===== src/rtl/jsu_pkg.sv =====
// Shared types, codes and UTF-8 helpers for the JSON string unescape block.
package jsu_pkg;

  // Default depth of the job queue between the front and back parts.
  localparam int JSU_QUEUE_DEPTH = 4;

  // Result kinds.
  localparam logic [1:0] KIND_DATA  = 2'd0;
  localparam logic [1:0] KIND_CLOSE = 2'd1;
  localparam logic [1:0] KIND_ERROR = 2'd2;

  // Error codes.
  localparam logic [2:0] ERR_CONTROL   = 3'd0;
  localparam logic [2:0] ERR_TRUNCATED = 3'd1;
  localparam logic [2:0] ERR_BAD_HEX   = 3'd2;
  localparam logic [2:0] ERR_UNKNOWN   = 3'd3;
  localparam logic [2:0] ERR_UNTERM    = 3'd4;

  // Characters and code points that the decoder tests for.
  localparam logic [7:0]  CH_QUOTE     = 8'h22;
  localparam logic [7:0]  CH_BACKSLASH = 8'h5C;
  localparam logic [7:0]  CH_SPACE     = 8'h20;
  localparam logic [7:0]  CH_U         = 8'h75;
  localparam logic [20:0] CP_REPLACE   = 21'h00FFFD;
  localparam logic [20:0] CP_SUPP_BASE = 21'h010000;
  localparam logic [15:0] HI_SURR_LO   = 16'hD800;
  localparam logic [15:0] HI_SURR_HI   = 16'hDBFF;
  localparam logic [15:0] LO_SURR_LO   = 16'hDC00;
  localparam logic [15:0] LO_SURR_HI   = 16'hDFFF;

  // Input beat: one raw byte of JSON text or the end-of-text mark.
  typedef struct packed {
    logic [7:0] in_byte;
    logic       end_of_text;
  } text_beat_t;

  // Output beat: one result item.
  typedef struct packed {
    logic [1:0] kind;
    logic [7:0] data_byte;
    logic [2:0] error_code;
    logic       last;
  } result_beat_t;

  // What follows the optional replacement character in a job.
  typedef enum logic [1:0] {
    MAIN_NONE  = 2'd0,
    MAIN_CP    = 2'd1,
    MAIN_CLOSE = 2'd2,
    MAIN_ERROR = 2'd3
  } main_kind_t;

  // One classified input byte: the results it causes, in compact form.
  // A raw job carries a string byte that passes through as it is, not UTF-8 encoded.
  typedef struct packed {
    logic       fffd;
    main_kind_t main;
    logic       raw;
    logic [20:0] cp;
    logic [2:0] err;
  } job_t;

  function automatic logic [2:0] utf8_len(input logic [20:0] cp);
    logic [2:0] len;
    if (cp < 21'h80) begin
      len = 3'd1;
    end else if (cp < 21'h800) begin
      len = 3'd2;
    end else if (cp < 21'h10000) begin
      len = 3'd3;
    end else begin
      len = 3'd4;
    end
    return len;
  endfunction

  // Byte j (from 0) of the UTF-8 encoding of cp.
  function automatic logic [7:0] utf8_byte(input logic [20:0] cp, input logic [1:0] j);
    logic [2:0] len;
    logic [7:0] b;
    len = utf8_len(cp);
    b = 8'h00;
    case (len)
      3'd1: b = {1'b0, cp[6:0]};
      3'd2: b = (j == 2'd0) ? {3'b110, cp[10:6]} : {2'b10, cp[5:0]};
      3'd3: begin
        case (j)
          2'd0:    b = {4'b1110, cp[15:12]};
          2'd1:    b = {2'b10, cp[11:6]};
          default: b = {2'b10, cp[5:0]};
        endcase
      end
      default: begin
        case (j)
          2'd0:    b = {5'b11110, cp[20:18]};
          2'd1:    b = {2'b10, cp[17:12]};
          2'd2:    b = {2'b10, cp[11:6]};
          default: b = {2'b10, cp[5:0]};
        endcase
      end
    endcase
    return b;
  endfunction

endpackage


===== src/rtl/jsu_front.sv =====
// Front part: accepts text bytes, tracks the string and escape state, emits jobs.
module jsu_front (
  input  logic               clk,
  input  logic               rst,
  input  logic               text_valid,
  output logic               text_ready,
  input  jsu_pkg::text_beat_t text,
  input  logic               queue_full,
  output logic               push,
  output jsu_pkg::job_t      push_job
);
  import jsu_pkg::*;

  typedef enum logic [6:0] {
    M_IDLE   = 7'b0000001,
    M_STR    = 7'b0000010,
    M_ESC    = 7'b0000100,
    M_HEX    = 7'b0001000,
    M_HIWAIT = 7'b0010000,
    M_HIBS   = 7'b0100000,
    M_LOHEX  = 7'b1000000
  } mode_t;

  mode_t       mode, mode_next;
  logic [15:0] acc, acc_next;
  logic [1:0]  cnt, cnt_next;
  logic [9:0]  hi, hi_next;
  job_t        job;
  logic        accept;

  // Outcome of a byte taken as an ordinary string byte.
  main_kind_t  str_main;
  logic [2:0]  str_err;
  mode_t       str_mode;
  // Outcome of a byte taken as the character after a backslash.
  main_kind_t  esc_main;
  logic [7:0]  esc_val;
  mode_t       esc_mode;
  // Hex digit decode and the completed four-digit value.
  logic        hex_ok;
  logic [3:0]  hex_val;
  logic [15:0] acc_new;
  logic        is_high, is_low;

  logic [7:0]  b;

  assign b          = text.in_byte;
  assign text_ready = !queue_full;
  assign accept     = text_valid && text_ready;

  always_comb begin
    str_err = ERR_CONTROL;
    if (b == CH_QUOTE) begin
      str_main = MAIN_CLOSE;
      str_mode = M_IDLE;
    end else if (b < CH_SPACE) begin
      str_main = MAIN_ERROR;
      str_mode = M_IDLE;
    end else if (b == CH_BACKSLASH) begin
      str_main = MAIN_NONE;
      str_mode = M_ESC;
    end else begin
      str_main = MAIN_CP;
      str_mode = M_STR;
    end
  end

  always_comb begin
    esc_main = MAIN_CP;
    esc_mode = M_STR;
    esc_val  = 8'h00;
    case (b)
      8'h22: esc_val = 8'h22;
      8'h5C: esc_val = 8'h5C;
      8'h2F: esc_val = 8'h2F;
      8'h62: esc_val = 8'h08;
      8'h66: esc_val = 8'h0C;
      8'h6E: esc_val = 8'h0A;
      8'h72: esc_val = 8'h0D;
      8'h74: esc_val = 8'h09;
      8'h75: begin
        esc_main = MAIN_NONE;
        esc_mode = M_HEX;
      end
      default: begin
        esc_main = MAIN_ERROR;
        esc_mode = M_IDLE;
      end
    endcase
  end

  always_comb begin
    hex_ok  = 1'b1;
    hex_val = 4'h0;
    if (b inside {[8'h30:8'h39]}) begin
      hex_val = b[3:0];
    end else if (b inside {[8'h61:8'h66], [8'h41:8'h46]}) begin
      hex_val = b[3:0] + 4'd9;
    end else begin
      hex_ok = 1'b0;
    end
    acc_new = {acc[11:0], hex_val};
    is_high = (acc_new >= HI_SURR_LO) && (acc_new <= HI_SURR_HI);
    is_low  = (acc_new >= LO_SURR_LO) && (acc_new <= LO_SURR_HI);
  end

  always_comb begin
    mode_next = mode;
    acc_next  = acc;
    cnt_next  = cnt;
    hi_next   = hi;
    job.fffd  = 1'b0;
    job.main  = MAIN_NONE;
    job.raw   = 1'b0;
    job.cp    = '0;
    job.err   = ERR_CONTROL;

    if (text.end_of_text) begin
      mode_next = M_IDLE;
      job.main  = MAIN_ERROR;
      case (mode)
        M_STR:    job.err = ERR_UNTERM;
        M_ESC:    job.err = ERR_TRUNCATED;
        M_HEX:    job.err = ERR_BAD_HEX;
        M_HIWAIT: begin
          job.fffd = 1'b1;
          job.err  = ERR_UNTERM;
        end
        M_HIBS: begin
          job.fffd = 1'b1;
          job.err  = ERR_TRUNCATED;
        end
        M_LOHEX: begin
          job.fffd = 1'b1;
          job.err  = ERR_BAD_HEX;
        end
        default: job.main = MAIN_NONE;
      endcase
    end else begin
      case (mode)
        M_STR, M_HIWAIT: begin
          if (mode == M_HIWAIT && b == CH_BACKSLASH) begin
            mode_next = M_HIBS;
          end else begin
            // A plain string byte is copied out unchanged, whatever its value.
            job.fffd  = (mode == M_HIWAIT);
            job.main  = str_main;
            job.raw   = 1'b1;
            job.err   = str_err;
            job.cp    = {13'd0, b};
            mode_next = str_mode;
          end
        end
        M_ESC, M_HIBS: begin
          if (mode == M_HIBS && b == CH_U) begin
            mode_next = M_LOHEX;
          end else begin
            job.fffd  = (mode == M_HIBS);
            job.main  = esc_main;
            job.err   = ERR_UNKNOWN;
            job.cp    = {13'd0, esc_val};
            mode_next = esc_mode;
          end
        end
        M_HEX, M_LOHEX: begin
          if (!hex_ok) begin
            job.fffd  = (mode == M_LOHEX);
            job.main  = MAIN_ERROR;
            job.err   = ERR_BAD_HEX;
            mode_next = M_IDLE;
          end else if (cnt != 2'd3) begin
            acc_next = acc_new;
            cnt_next = cnt + 2'd1;
          end else if (mode == M_LOHEX && is_low) begin
            // Surrogate pair: join into one supplementary code point.
            job.main  = MAIN_CP;
            job.cp    = CP_SUPP_BASE + {1'b0, hi, acc_new[9:0]};
            mode_next = M_STR;
          end else begin
            job.fffd = (mode == M_LOHEX);
            if (is_high) begin
              hi_next   = acc_new[9:0];
              mode_next = M_HIWAIT;
            end else begin
              job.main  = MAIN_CP;
              job.cp    = is_low ? CP_REPLACE : {5'd0, acc_new};
              mode_next = M_STR;
            end
          end
        end
        default: begin
          mode_next = (b == CH_QUOTE) ? M_STR : M_IDLE;
        end
      endcase
    end

    // Hex digits only live inside an escape; a finished or abandoned one starts afresh.
    if (!((mode_next == M_HEX || mode_next == M_LOHEX) &&
          (mode == M_HEX || mode == M_LOHEX))) begin
      acc_next = '0;
      cnt_next = '0;
    end
    if (!(mode_next == M_HIWAIT || mode_next == M_HIBS || mode_next == M_LOHEX)) begin
      hi_next = '0;
    end
  end

  assign push     = accept && (job.fffd || job.main != MAIN_NONE);
  assign push_job = job;

  always_ff @(posedge clk) begin
    if (rst) begin
      mode <= M_IDLE;
      acc  <= '0;
      cnt  <= '0;
      hi   <= '0;
    end else if (accept) begin
      mode <= mode_next;
      acc  <= acc_next;
      cnt  <= cnt_next;
      hi   <= hi_next;
    end
  end

endmodule


===== src/rtl/jsu_queue.sv =====
// Job queue between the front and back parts.
module jsu_queue #(
  parameter int DEPTH = jsu_pkg::JSU_QUEUE_DEPTH
) (
  input  logic          clk,
  input  logic          rst,
  input  logic          push,
  input  jsu_pkg::job_t push_job,
  output logic          full,
  input  logic          pop,
  output logic          head_valid,
  output jsu_pkg::job_t head
);
  import jsu_pkg::*;

  // DEPTH must be a power of two, at least two, so that the pointers wrap by themselves; nothing checks it.
  localparam int IW = $clog2(DEPTH);
  localparam int CW = $clog2(DEPTH + 1);

  job_t          slots [DEPTH];
  logic [IW-1:0] wr_ptr, rd_ptr;
  logic [CW-1:0] count;

  assign full       = (count == CW'(DEPTH));
  assign head_valid = (count != '0);
  assign head       = slots[rd_ptr];

  always_ff @(posedge clk) begin
    if (push) begin
      slots[wr_ptr] <= push_job;
    end
  end

  always_ff @(posedge clk) begin
    if (rst) begin
      wr_ptr <= '0;
      rd_ptr <= '0;
      count  <= '0;
    end else begin
      if (push) begin
        wr_ptr <= wr_ptr + IW'(1);
      end
      if (pop) begin
        rd_ptr <= rd_ptr + IW'(1);
      end
      case ({push, pop})
        2'b10:   count <= count + CW'(1);
        2'b01:   count <= count - CW'(1);
        default: count <= count;
      endcase
    end
  end

endmodule


===== src/rtl/jsu_back.sv =====
// Back part: expands each job into result beats through an output register.
module jsu_back (
  input  logic                  clk,
  input  logic                  rst,
  input  logic                  head_valid,
  input  jsu_pkg::job_t         head,
  output logic                  pop,
  output logic                  result_valid,
  input  logic                  result_ready,
  output jsu_pkg::result_beat_t result
);
  import jsu_pkg::*;

  logic [2:0]   idx;
  logic [2:0]   main_count;
  logic [2:0]   total;
  logic [2:0]   main_idx;
  logic         in_fffd;
  logic         is_last;
  logic         load;
  result_beat_t beat;

  always_comb begin
    case (head.main)
      MAIN_CP:    main_count = head.raw ? 3'd1 : utf8_len(head.cp);
      MAIN_CLOSE: main_count = 3'd1;
      MAIN_ERROR: main_count = 3'd1;
      default:    main_count = 3'd0;
    endcase
    total    = main_count + (head.fffd ? 3'd3 : 3'd0);
    in_fffd  = head.fffd && (idx < 3'd3);
    main_idx = idx - (head.fffd ? 3'd3 : 3'd0);
    is_last  = (idx == total - 3'd1);

    beat.kind       = KIND_DATA;
    beat.data_byte  = 8'h00;
    beat.error_code = ERR_CONTROL;
    beat.last       = is_last;
    if (in_fffd) begin
      beat.data_byte = utf8_byte(CP_REPLACE, idx[1:0]);
    end else begin
      case (head.main)
        MAIN_CLOSE: beat.kind = KIND_CLOSE;
        MAIN_ERROR: begin
          beat.kind       = KIND_ERROR;
          beat.error_code = head.err;
        end
        default: begin
          beat.data_byte = head.raw ? head.cp[7:0] : utf8_byte(head.cp, main_idx[1:0]);
        end
      endcase
    end
  end

  assign load = head_valid && (!result_valid || result_ready);
  assign pop  = load && is_last;

  always_ff @(posedge clk) begin
    if (load) begin
      result <= beat;
    end
  end

  always_ff @(posedge clk) begin
    if (rst) begin
      idx          <= '0;
      result_valid <= 1'b0;
    end else begin
      if (load) begin
        idx          <= is_last ? 3'd0 : idx + 3'd1;
        result_valid <= 1'b1;
      end else if (result_ready) begin
        result_valid <= 1'b0;
      end
    end
  end

endmodule


===== src/rtl/json_string_unescape_utf8.sv =====
// Top level of the JSON string unescape and UTF-8 encode block.
//
//   Channel  Direction  Handshake                    Beat contents
//   text     in         text_valid / text_ready      in_byte, end_of_text
//   result   out        result_valid / result_ready  kind, data_byte, error_code, last
//
// The front part takes one text beat in every cycle in which the job queue has room and
// leaves one job in the queue for each byte that causes results. The back part turns a
// job into one to six result beats, one a cycle while the receiver is ready: a plain
// character gives one beat; a replacement character followed by a three-byte sequence, six.
// Reset clears the decoder to idle, empties the queue and drops any held result beat.
// A result stall fills the queue and then holds text_ready low; a text gap lets it drain.
module json_string_unescape_utf8 #(
  parameter int QUEUE_DEPTH = jsu_pkg::JSU_QUEUE_DEPTH
) (
  input  logic                  clk,
  input  logic                  rst,
  input  logic                  text_valid,
  output logic                  text_ready,
  input  jsu_pkg::text_beat_t   text,
  output logic                  result_valid,
  input  logic                  result_ready,
  output jsu_pkg::result_beat_t result
);
  import jsu_pkg::*;

  logic queue_full;
  logic push;
  job_t push_job;
  logic pop;
  logic head_valid;
  job_t head;

  // Classification of every text byte against the decoder state.
  jsu_front u_front (
    .clk        (clk),
    .rst        (rst),
    .text_valid (text_valid),
    .text_ready (text_ready),
    .text       (text),
    .queue_full (queue_full),
    .push       (push),
    .push_job   (push_job)
  );

  // Short queue so that either side can stall without stopping the other at once.
  jsu_queue #(
    .DEPTH (QUEUE_DEPTH)
  ) u_queue (
    .clk        (clk),
    .rst        (rst),
    .push       (push),
    .push_job   (push_job),
    .full       (queue_full),
    .pop        (pop),
    .head_valid (head_valid),
    .head       (head)
  );

  // Expansion of jobs into UTF-8 bytes, close marks and error reports.
  jsu_back u_back (
    .clk          (clk),
    .rst          (rst),
    .head_valid   (head_valid),
    .head         (head),
    .pop          (pop),
    .result_valid (result_valid),
    .result_ready (result_ready),
    .result       (result)
  );

endmodule


===== config.mk =====
export PLATFORM = sky130hd
export DESIGN_NAME = json_string_unescape_utf8
export DESIGN_NICKNAME = d
export VERILOG_FILES = /design/src/rtl/jsu_pkg.sv /design/src/rtl/jsu_front.sv /design/src/rtl/jsu_queue.sv /design/src/rtl/jsu_back.sv /design/src/rtl/json_string_unescape_utf8.sv
export SDC_FILE = /design/constraint.sdc
export NUM_CORES = 1
export LEC_CHECK = 0
export BUFFER_PORTS_ARGS = -buffer_cell sky130_fd_sc_hd__buf_2
export CAP_MARGIN = 40
export CORE_UTILIZATION = 30
export DETAILED_ROUTE_END_ITERATION = 8
export GPL_ROUTABILITY_DRIVEN = 0
export PLACE_DENSITY_LB_ADDON = 0.2
export SYNTH_ARGS = -nofsm -noshare
export SYNTH_HDL_FRONTEND = slang
export SYNTH_SLANG_ARGS = --single-unit

===== constraint.sdc =====
create_clock -name clk -period 12.05 [get_ports clk]
set_clock_uncertainty 0.2 [all_clocks]
set_input_delay 2.41 -clock clk [delete_from_list [all_inputs] [get_ports clk]]
set_output_delay 2.41 -clock clk [all_outputs]
set_load 0.01 [all_outputs]

# --- Word level (Yosys, flattened, before mapping) ---
# Memories as Yosys holds them, arrays and structs flattened. A register that Yosys moved wholly into a read port is not among the register bits.
# Index checks and enable logic that the tools add are counted.
# Widths: inputs -> output; s select.
op_classes:
  add_sub_neg: 11
  mul: 0
  div_mod_pow: 0
  order_cmp: 15
  n_eq_ne: 47
  n_shift: 0
  n_mux: 91
  n_bitwise: 1
  n_reduce_logical: 39
ops:
  columns: ["op", "n"]
  rows:
  - ["$mux 21", 4]
  - ["$mux 10", 8]
  - ["$pmux 24 s3", 1]
  - ["$mux 7", 10]
  - ["$pmux 7 s3", 3]
  - ["$mux 12", 5]
  - ["$eq 8x7->1 const B", 7]
  - ["$pmux 7 s8", 1]
  - ["$pmux 8 s3", 2]
  - ["$mux 3", 14]
  - ["$ge 16x16->1 const B", 2]
  - ["$le 16x16->1 const B", 2]
  - ["$mux 2", 14]
  - ["$mux 28", 1]
  - ["$pmux 7 s2", 2]
  - ["$mux 8", 3]
  - ["$mux 22", 1]
  - ["$add 17x20->21 const A", 1]
  - ["$lt 21x12->1 const B", 1]
  - ["$lt 21x17->1 const B", 1]
  - ["$lt 21x8->1 const B", 1]
  - ["$pmux 3 s3", 2]
  - ["$eq 8x6->1 const B", 2]
  - ["$ge 8x7->1 const B", 2]
  - ["other kinds (45)", 114]
totals:
  ff_bits: 56
  latch_bits: 0
  mem_bits_rw: 112
  mem_bits_ro: 0
  input_bits: 13
  output_inout_bits: 16
  wordCells: 218
  n_memories: 1
memory_table:
  columns: ["memory", "depth", "word_bits", "rd", "rd_clocked_by_memory_dff", "write_ports", "line_no", "source"]
  rows:
  - ["u_queue.slots", 4, 28, 1, 1, 1, "jsu_queue.sv:20", "job_t slots [DEPTH];"]

# --- Longest topological paths before layout ---
# Gate-level depths: netlist of the first run.
logic_depth:
  ltp_word: 18
  depth_mapped: 21
  depth_no_buf: 19

# --- Cells and area by module ---
# From an unflattened synthesis of the first run, not the netlist that was laid out.
unflattened:
  hier_cells: 704
  hier_area_um2: 8564.5
modules_own_cells:
  columns: ["module", "n_inst", "cells_each", "area_each_um2", "seq_area_each_um2"]
  rows:
  - ["jsu_queue", 1, 189, 4516.8, 3543.4]
  - ["jsu_front", 1, 331, 2419.8, 620.6]
  - ["jsu_back", 1, 184, 1627.8, 500.5]

# --- Least setup slack after synthesis of the first run ---
# No wires, ideal clock.
synth_timing:
  path_kind: "input port to flip-flop"
  from: "in text[1] (netlist name)"
  to: "mem u_queue.slots[0][0] (netlist name) (enable)"
  setup_ns: 0.387
  arrival_time_ns: 4.997
  t_required_ns: 11.463
  slack_ns: 6.466
  path_stages: 9
  path_buffers: 0
  path_cell_list: "inv_1 -> ha_1 -> or3b_2 -> o22a_1 -> and3_1 -> a31oi_1 -> o21bai_1 -> a41oi_2 -> and2_1"
synth_via:
  elab_chain_cells: 18
synth_rtl:
  columns: ["element", "line_no", "source"]
  rows:
  - ["start: declaration", "json_string_unescape_utf8.sv:20", "input jsu_pkg::text_beat_t text,"]
  - ["$ge 8x7->1 / $le 8x7->1 (equally long branches)", "jsu_front.sv:97", "end else if (b inside {[8'h61:8'h66], [8'h41:8'h46]}) begin"]
  - ["$logic_and 1x1->1", "jsu_front.sv:97", null]
  - ["$reduce_bool 2->1", "jsu_front.sv:97", null]
  - ["$mux 4", "jsu_front.sv:97", null]
  - ["$mux 4", "jsu_front.sv:95", "if (b inside {[8'h30:8'h39]}) begin"]
  - ["$ge 16x16->1 (tied with other cells)", "jsu_front.sv:103", "is_high = (acc_new >= HI_SURR_LO) && (acc_new <= HI_SURR_HI);"]
  - ["$logic_and 1x1->1, on equally long branches", "jsu_front.sv:103, jsu_front.sv:104", null]
  - ["$mux 1 / $logic_and 1x1->1 (equally long branches)", "jsu_front.sv:181, jsu_front.sv:174", null]
  - ["[2 not listed]", null, null]
  - ["$mux 3", "jsu_front.sv:166", "if (!hex_ok) begin"]
  - ["$pmux 3 s3 *", "jsu_front.sv:140", "case (mode)"]
  - ["$mux 3 *", "jsu_front.sv:118", "if (text.end_of_text) begin"]
  - ["$reduce_bool 2->1", "jsu_front.sv:208", "assign push = accept && (job.fffd || job.main != MAIN_NONE);"]
  - ["$logic_or 1x1->1 *", "jsu_front.sv:208", null]
  - ["$logic_and 1x1->1 *", "jsu_front.sv:208", null]
  - ["$mux 1 *", "jsu_queue.sv:29", "if (push) begin"]
  - ["$mux 1 (implied by the code) *", "jsu_queue.sv:30", "slots[wr_ptr] <= push_job;"]
  - ["end: declaration", "jsu_queue.sv:20", null]
# Every way passes the cells marked *; elsewhere a longest branch is shown, timed or not.

==> metrics.cfg, run 1 <==
[finish]
area_growth_pct=12.5
final_area_um2=9930
n_fill_cell=2907
layout_commonest_cell=edfxtp_1
mostFrequentLayoutCells=126 x edfxtp_1, 62 x nand2_1, 54 x nor2_1, 43 x dfxtp_1, 41 x a21oi_1
fin_nets=807
ff_latch_area_um2=4670
multiInputGateArea_um2=3840
antennaDiodeCount=0
drive_gt1_share_pct=13.7

[worst_setup_path]
critical_path.cell_chain=buf_4 > mux4_1 > nor3_2 > and2_0 > a31oi_1 > o21ai_0 > a21oi_1 > ha_1 > inv_1 > ha_1 > xor2_1 > xnor2_1 > xnor2_2 > nor3_4 > ha_1 > inv_1 > fa_1 > xor2_1 > or3_1 > a21oi_1
path_class=reg -> reg
ff2ff_setup_slack_ns=6.17
critical_path.endpoint_type=register
critPathSlowestCell=mux4_1
crit_fanout=30
crit_required_ns=12.21
crit_path_start_kind=register
arrival_ns=6.04
cpMostUsedCell=ha_1
slowest_delay_ns=0.72

[synth]
synthTopCellsByArea=edfxtp_1 43%, dfxtp_1 10%, mux4_2 5.9%
synth_seq_area_share_pct=52.8
synth_edf_count=126
yosysWarnings=0
synth_seq_cells=170
netlist.area_leader.share_pct=42.9
synthFlopType=edfxtp_1
syn_avg_cell_area_um2=11.6
yosysTopAreaCell=edfxtp_1
synth_nets=792
syn-cell-area_um2=8830
synthDistinctLibCells=79
synthCells=759
async_flop_share_pct=0

[cts]
hold_buffers=0
cts_buffer_depth=2
cts-root-buf=clkbuf_16
cts.sinks=170
htree_levels=4
cts_setup_buffers=0
clk_latency_ns=0.43
cts_buffers=17
postCtsResizedCells=0
clk_pin_slew_ns=0.07
cts_tree=built

[die]
die_x_um=174
core_um2=28900
rows=62
fp.dieArea_um2=30100
die_y_um=174
io_pins=29
initial_utilization_pct=30.6

[sta]
slew_headroom_pct=38.0
period_share_pct=48.8
worst_pin_slew_ns=0.906
hold_viol_final=0
fin_crit_ns=5.88
max_clock_freq_ghz=0.170
rsz0062_at_grt=no
tns_ns=0
finalMaxSlewViolations=0
whs_ns=0.284
final-setup-viol-count=0

[route]
dr_total_vias=6169
final_antenna_net_count=0
drt_iter0_drc=467
met1_length_um=10400
viasPerCell=5.27
wl_per_cell_um=18.4
drc_errors=0
finalWirelength_um=21600
routed-wl-met2_um=10100
highest_layer=met4
wl_met3_um=714
firstDrtPassIters=5

[power_and_ir_drop]
power_density_nw_per_um2=121
vdd_drop_max_mv=0.108
power_mw=1.20
p_leak_nw=3.12

[place]
io_buffers=28
hpwlAfterDp_um=14900
dpl_cell_area_um2=9340

[global_routing]
grt_max_degree=46
grt_pass1_wl_um=34100
antenna_found_initial=0
grt_overflow=0
grt_pass1_vias=5907
grt_use_total_pct=14.7

[flow_run]
cap_violations=0

[outcome]
status=finished clean

[min_path]
hold_path_class=reg -> reg
hp-start=u_back.result_valid$_SDFFE_PP0P_

[cell type report]
class | instances | share of cell area [%]
Clock buffer | 17 | 4.28
Clock inverter | 15 | 1.69
Inverter | 27 | 1.02
Multi-Input combinational cell | 517 | 38.7
Sequential cell | 170 | 47.0
Tap cell | 384 | 4.84
Timing Repair Buffer | 41 | 2.52
[Yosys cell counts (11+ instances only)]
library cell	instances
mux2i_1	16
nand3_1	24
edfxtp_1	126
clkbuf_1	27
nor3_1	14
nand2_1	62
buf_2	11
dfxtp_1	44
o21ai_0	37
a21oi_1	41
mux4_2	23
inv_1	27
nor2_1	54
ha_1	19
nand2b_1	25
[critical path: cells and delay by family, from the launching register on]
kind / cells / cell delay (ns)
AOI/OAI and AO/OA: 4 / 0.84
xor gates and xnor gates: 4 / 0.66
adders and majority gates: 4 / 0.98
buffers and inverters: 3 / 0.59
DFF: 1 / 0.31
muxes: 1 / 0.72
and+or+nand+nor: 4 / 1.48
[metal layers]
metal | global-route usage, % | vias to the layer above
li1 | - | 2935
met2 | 23.3 | 154
met3 | 2.59 | 23
met5 | 0 | -
met4 | 4.65 | 0
met1 | 20.2 | 3057
[flip-flops by register name, indices dropped and copies added (netlist names), named ones only]
signal               flops
u_back.result           14
u_front.cnt              2
u_back.idx               3
u_queue.count            3
u_queue.rd_ptr           2
u_queue.slots          112
u_front.hi              10
u_front.mode             7
u_back.result_valid      1
u_queue.wr_ptr           2
u_front.acc             12
[metrics by stage]
stage / setup slack, ns / util [%] / instances
global placement: 5.92 / 32.2 / 1136
finish: 6.17 / 34.4 / 1171
CTS: 6.11 / 34.4 / 1171
detailed placement: 5.86 / 32.4 / 1139
global route: 5.73 / 34.4 / 1171
floorplan: 6.47 / - / 759
[logic make-up (layout without fill, tap and decap cells)]
family | count (synthesis) | in the layout | synth area share, %
AOI/OAI and AO/OA | 166 | 166 | 12.4
xor gates and xnor gates | 17 | 17 | 1.77
adders and majority gates | 20 | 20 | 2.92
buffers and inverters | 72 | 100 | 3.61
DFF | 170 | 170 | 52.8
muxes | 52 | 52 | 10.5
and+or+nand+nor | 262 | 262 | 15.9
[report_power, final]
part,total (mW),internal (mW),leakage [nW],switching [mW]
Clock,0.553,0.310,0.286,0.244
Combinational,0.0248,0.00842,1.38,0.0164
Sequential,0.620,0.620,1.45,0.0000205
[final timing paths]
check	cells past startpoint	endpoint
max reg2reg	20	u_queue.count[2]$_SDFFE_PP0P_
min reg2reg	2	u_back.result_valid$_SDFFE_PP0P_
min	2	u_back.result_valid$_SDFFE_PP0P_
max	20	u_queue.count[2]$_SDFFE_PP0P_
Power figures use the tool's default switching activity.
==> run 2: changes to the inputs <==
clock period = 6.1 ns   (was 12.05 ns; I/O delays follow)
==> run 2 against run 1 <==
Die area stayed put. Highest routed layer unchanged. Via count shrank 1.1%. Largest power group unchanged. Clock power rose by 93%. Sequential power grew 97%. Critical path type unchanged.
==> metrics.cfg, run 2 (synthesis gave the netlist of run 1 again) <==
[finish]
drive_gt1_share_pct=14.0
fin_nets=811
n_fill_cell=2889
layout_commonest_cell=edfxtp_1
instances_no_fill=1175
reg_top3=u_queue.slots: 112 flops, u_back.result: 14 flops, u_front.acc: 12 flops
final_core_util_pct=34.5
antennaDiodeCount=0
area_growth_pct=12.8
top_register=u_queue.slots
largest_reg_flops=112
mostFrequentLayoutCells=126 x edfxtp_1, 62 x nand2_1, 54 x nor2_1, 43 x dfxtp_1, 41 x a21oi_1

[route]
firstDrtPassIters=5
wl_per_cell_um=18.2
final_antenna_net_count=0
finalWirelength_um=21300
drt_iter0_drc=526
drc_errors=0
dr_total_vias=6102
viasPerCell=5.19

[place]
place_inst=1143
io_buffers=28
hpwlAfterDp_um=15100

[sta]
worst_pin_slew_ns=0.849
finalMaxSlewViolations=0
max_clock_freq_ghz=0.188
tns_ns=0
rsz0062_at_grt=no
slew_headroom_pct=42.8
fin_crit_ns=5.33
whs_ns=0.278
final-setup-viol-count=0
period_share_pct=87.4
hold_viol_final=0

[cts]
postCtsResizedCells=0
hold_buffers=0
cts_setup_buffers=0
cts_tree=built
clk_pin_slew_ns=0.06
htree_levels=4
cts-root-buf=clkbuf_16
cts_buffers=17
cts_buffer_depth=2
cts.sinks=170
clk_latency_ns=0.42

[worst_setup_path]
arrival_ns=5.48
crit_required_ns=6.25
crit_path_start_kind=register
r2r_cells=18
crit_fanout=16
critical_path.endpoint_type=register
path_class=reg -> reg

[global_routing]
grt_pass1_wl_um=33800
grt_pass1_vias=5831
antenna_found_initial=0
grt_max_degree=36
grt_use_total_pct=14.5
grt_overflow=0

[power_and_ir_drop]
vdd_drop_max_mv=0.185
p_leak_nw=3.30
power_density_nw_per_um2=236

[min_path]
hold_depth=2
hold_path_class=reg -> reg

[die]
fp.dieArea_um2=30100
core_um2=28900
io_pins=29
initial_utilization_pct=30.6
rows=62
die_y_um=174
die_x_um=174

[flow_run]
cap_violations=0

[outcome]
status=finished clean

run 2: final timing paths:
| path | slack [ns] | startpoint | end |
|---|---|---|---|
| worst max-delay path | 0.77 | register | u_queue.count[2]$_SDFFE_PP0P_ |
| worst min-delay path | 0.28 | u_back.result_valid$_SDFFE_PP0P_ | u_back.result_valid$_SDFFE_PP0P_ |
| worst max register to register | 0.77 | register | u_queue.count[2]$_SDFFE_PP0P_ |
| worst min register to register | 0.28 | u_back.result_valid$_SDFFE_PP0P_ | u_back.result_valid$_SDFFE_PP0P_ |
run 2: metrics by stage:
step           instance area (um2)  power, mW  setup WS [ns]
2_1_floorplan                 8830       1.28           1.37
3_3_place_gp                  9340       1.30          0.733
3_5_place_dp                  9370       1.30          0.689
4_1_cts                       9960       2.37          0.687
5_1_grt                       9960       2.42          0.365
6_report                      9960       2.35          0.772
run 2: report_power, final:
group,internal [mW],switching [mW],leakage [nW]
logic,0.0170,0.0327,1.42
registers,1.22,0.0000399,1.59
clock network,0.643,0.428,0.286
total,1.88,0.461,3.30
run 2: area by class of cell:
cell class	instances	area, um2	area share [%]
timing repair buffer	45	280	2.81
multi-input combinational	517	3840	38.6
clock inverter	12	149	1.50
sequential	170	4670	46.9
inverter	27	101	1.02
clock buffer	20	437	4.39
tap	384	480	4.83
run 2: worst max-delay path: stages, from the launching register on:
cell and delay [ns]:
dfxtp_2 0.65, buf_4 0.41, mux4_2 0.68, a31oi_1 0.50, o21ai_0 0.18, a21oi_1 0.19, ha_1 0.16, inv_1 0.04
ha_1 0.17, xor2_1 0.15, xnor2_1 0.22, xnor2_2 0.14, nor3_4 0.25, ha_1 0.22, inv_1 0.07, fa_1 0.42
xor2_1 0.15, or3_1 0.30, a21oi_1 0.14
run 2: routing by layer:
metal | wire, um | up-vias | part of all wire (%) | track usage, %
li1 | - | 2937 | - | -
met1 | 10400 | 2989 | 49 | 20.7
met2 | 9910 | 164 | 46 | 23.0
met3 | 857 | 12 | 4.0 | 2.41
met4 | 176 | 0 | 0.83 | 3.54
met5 | 0 | - | 0 | 0
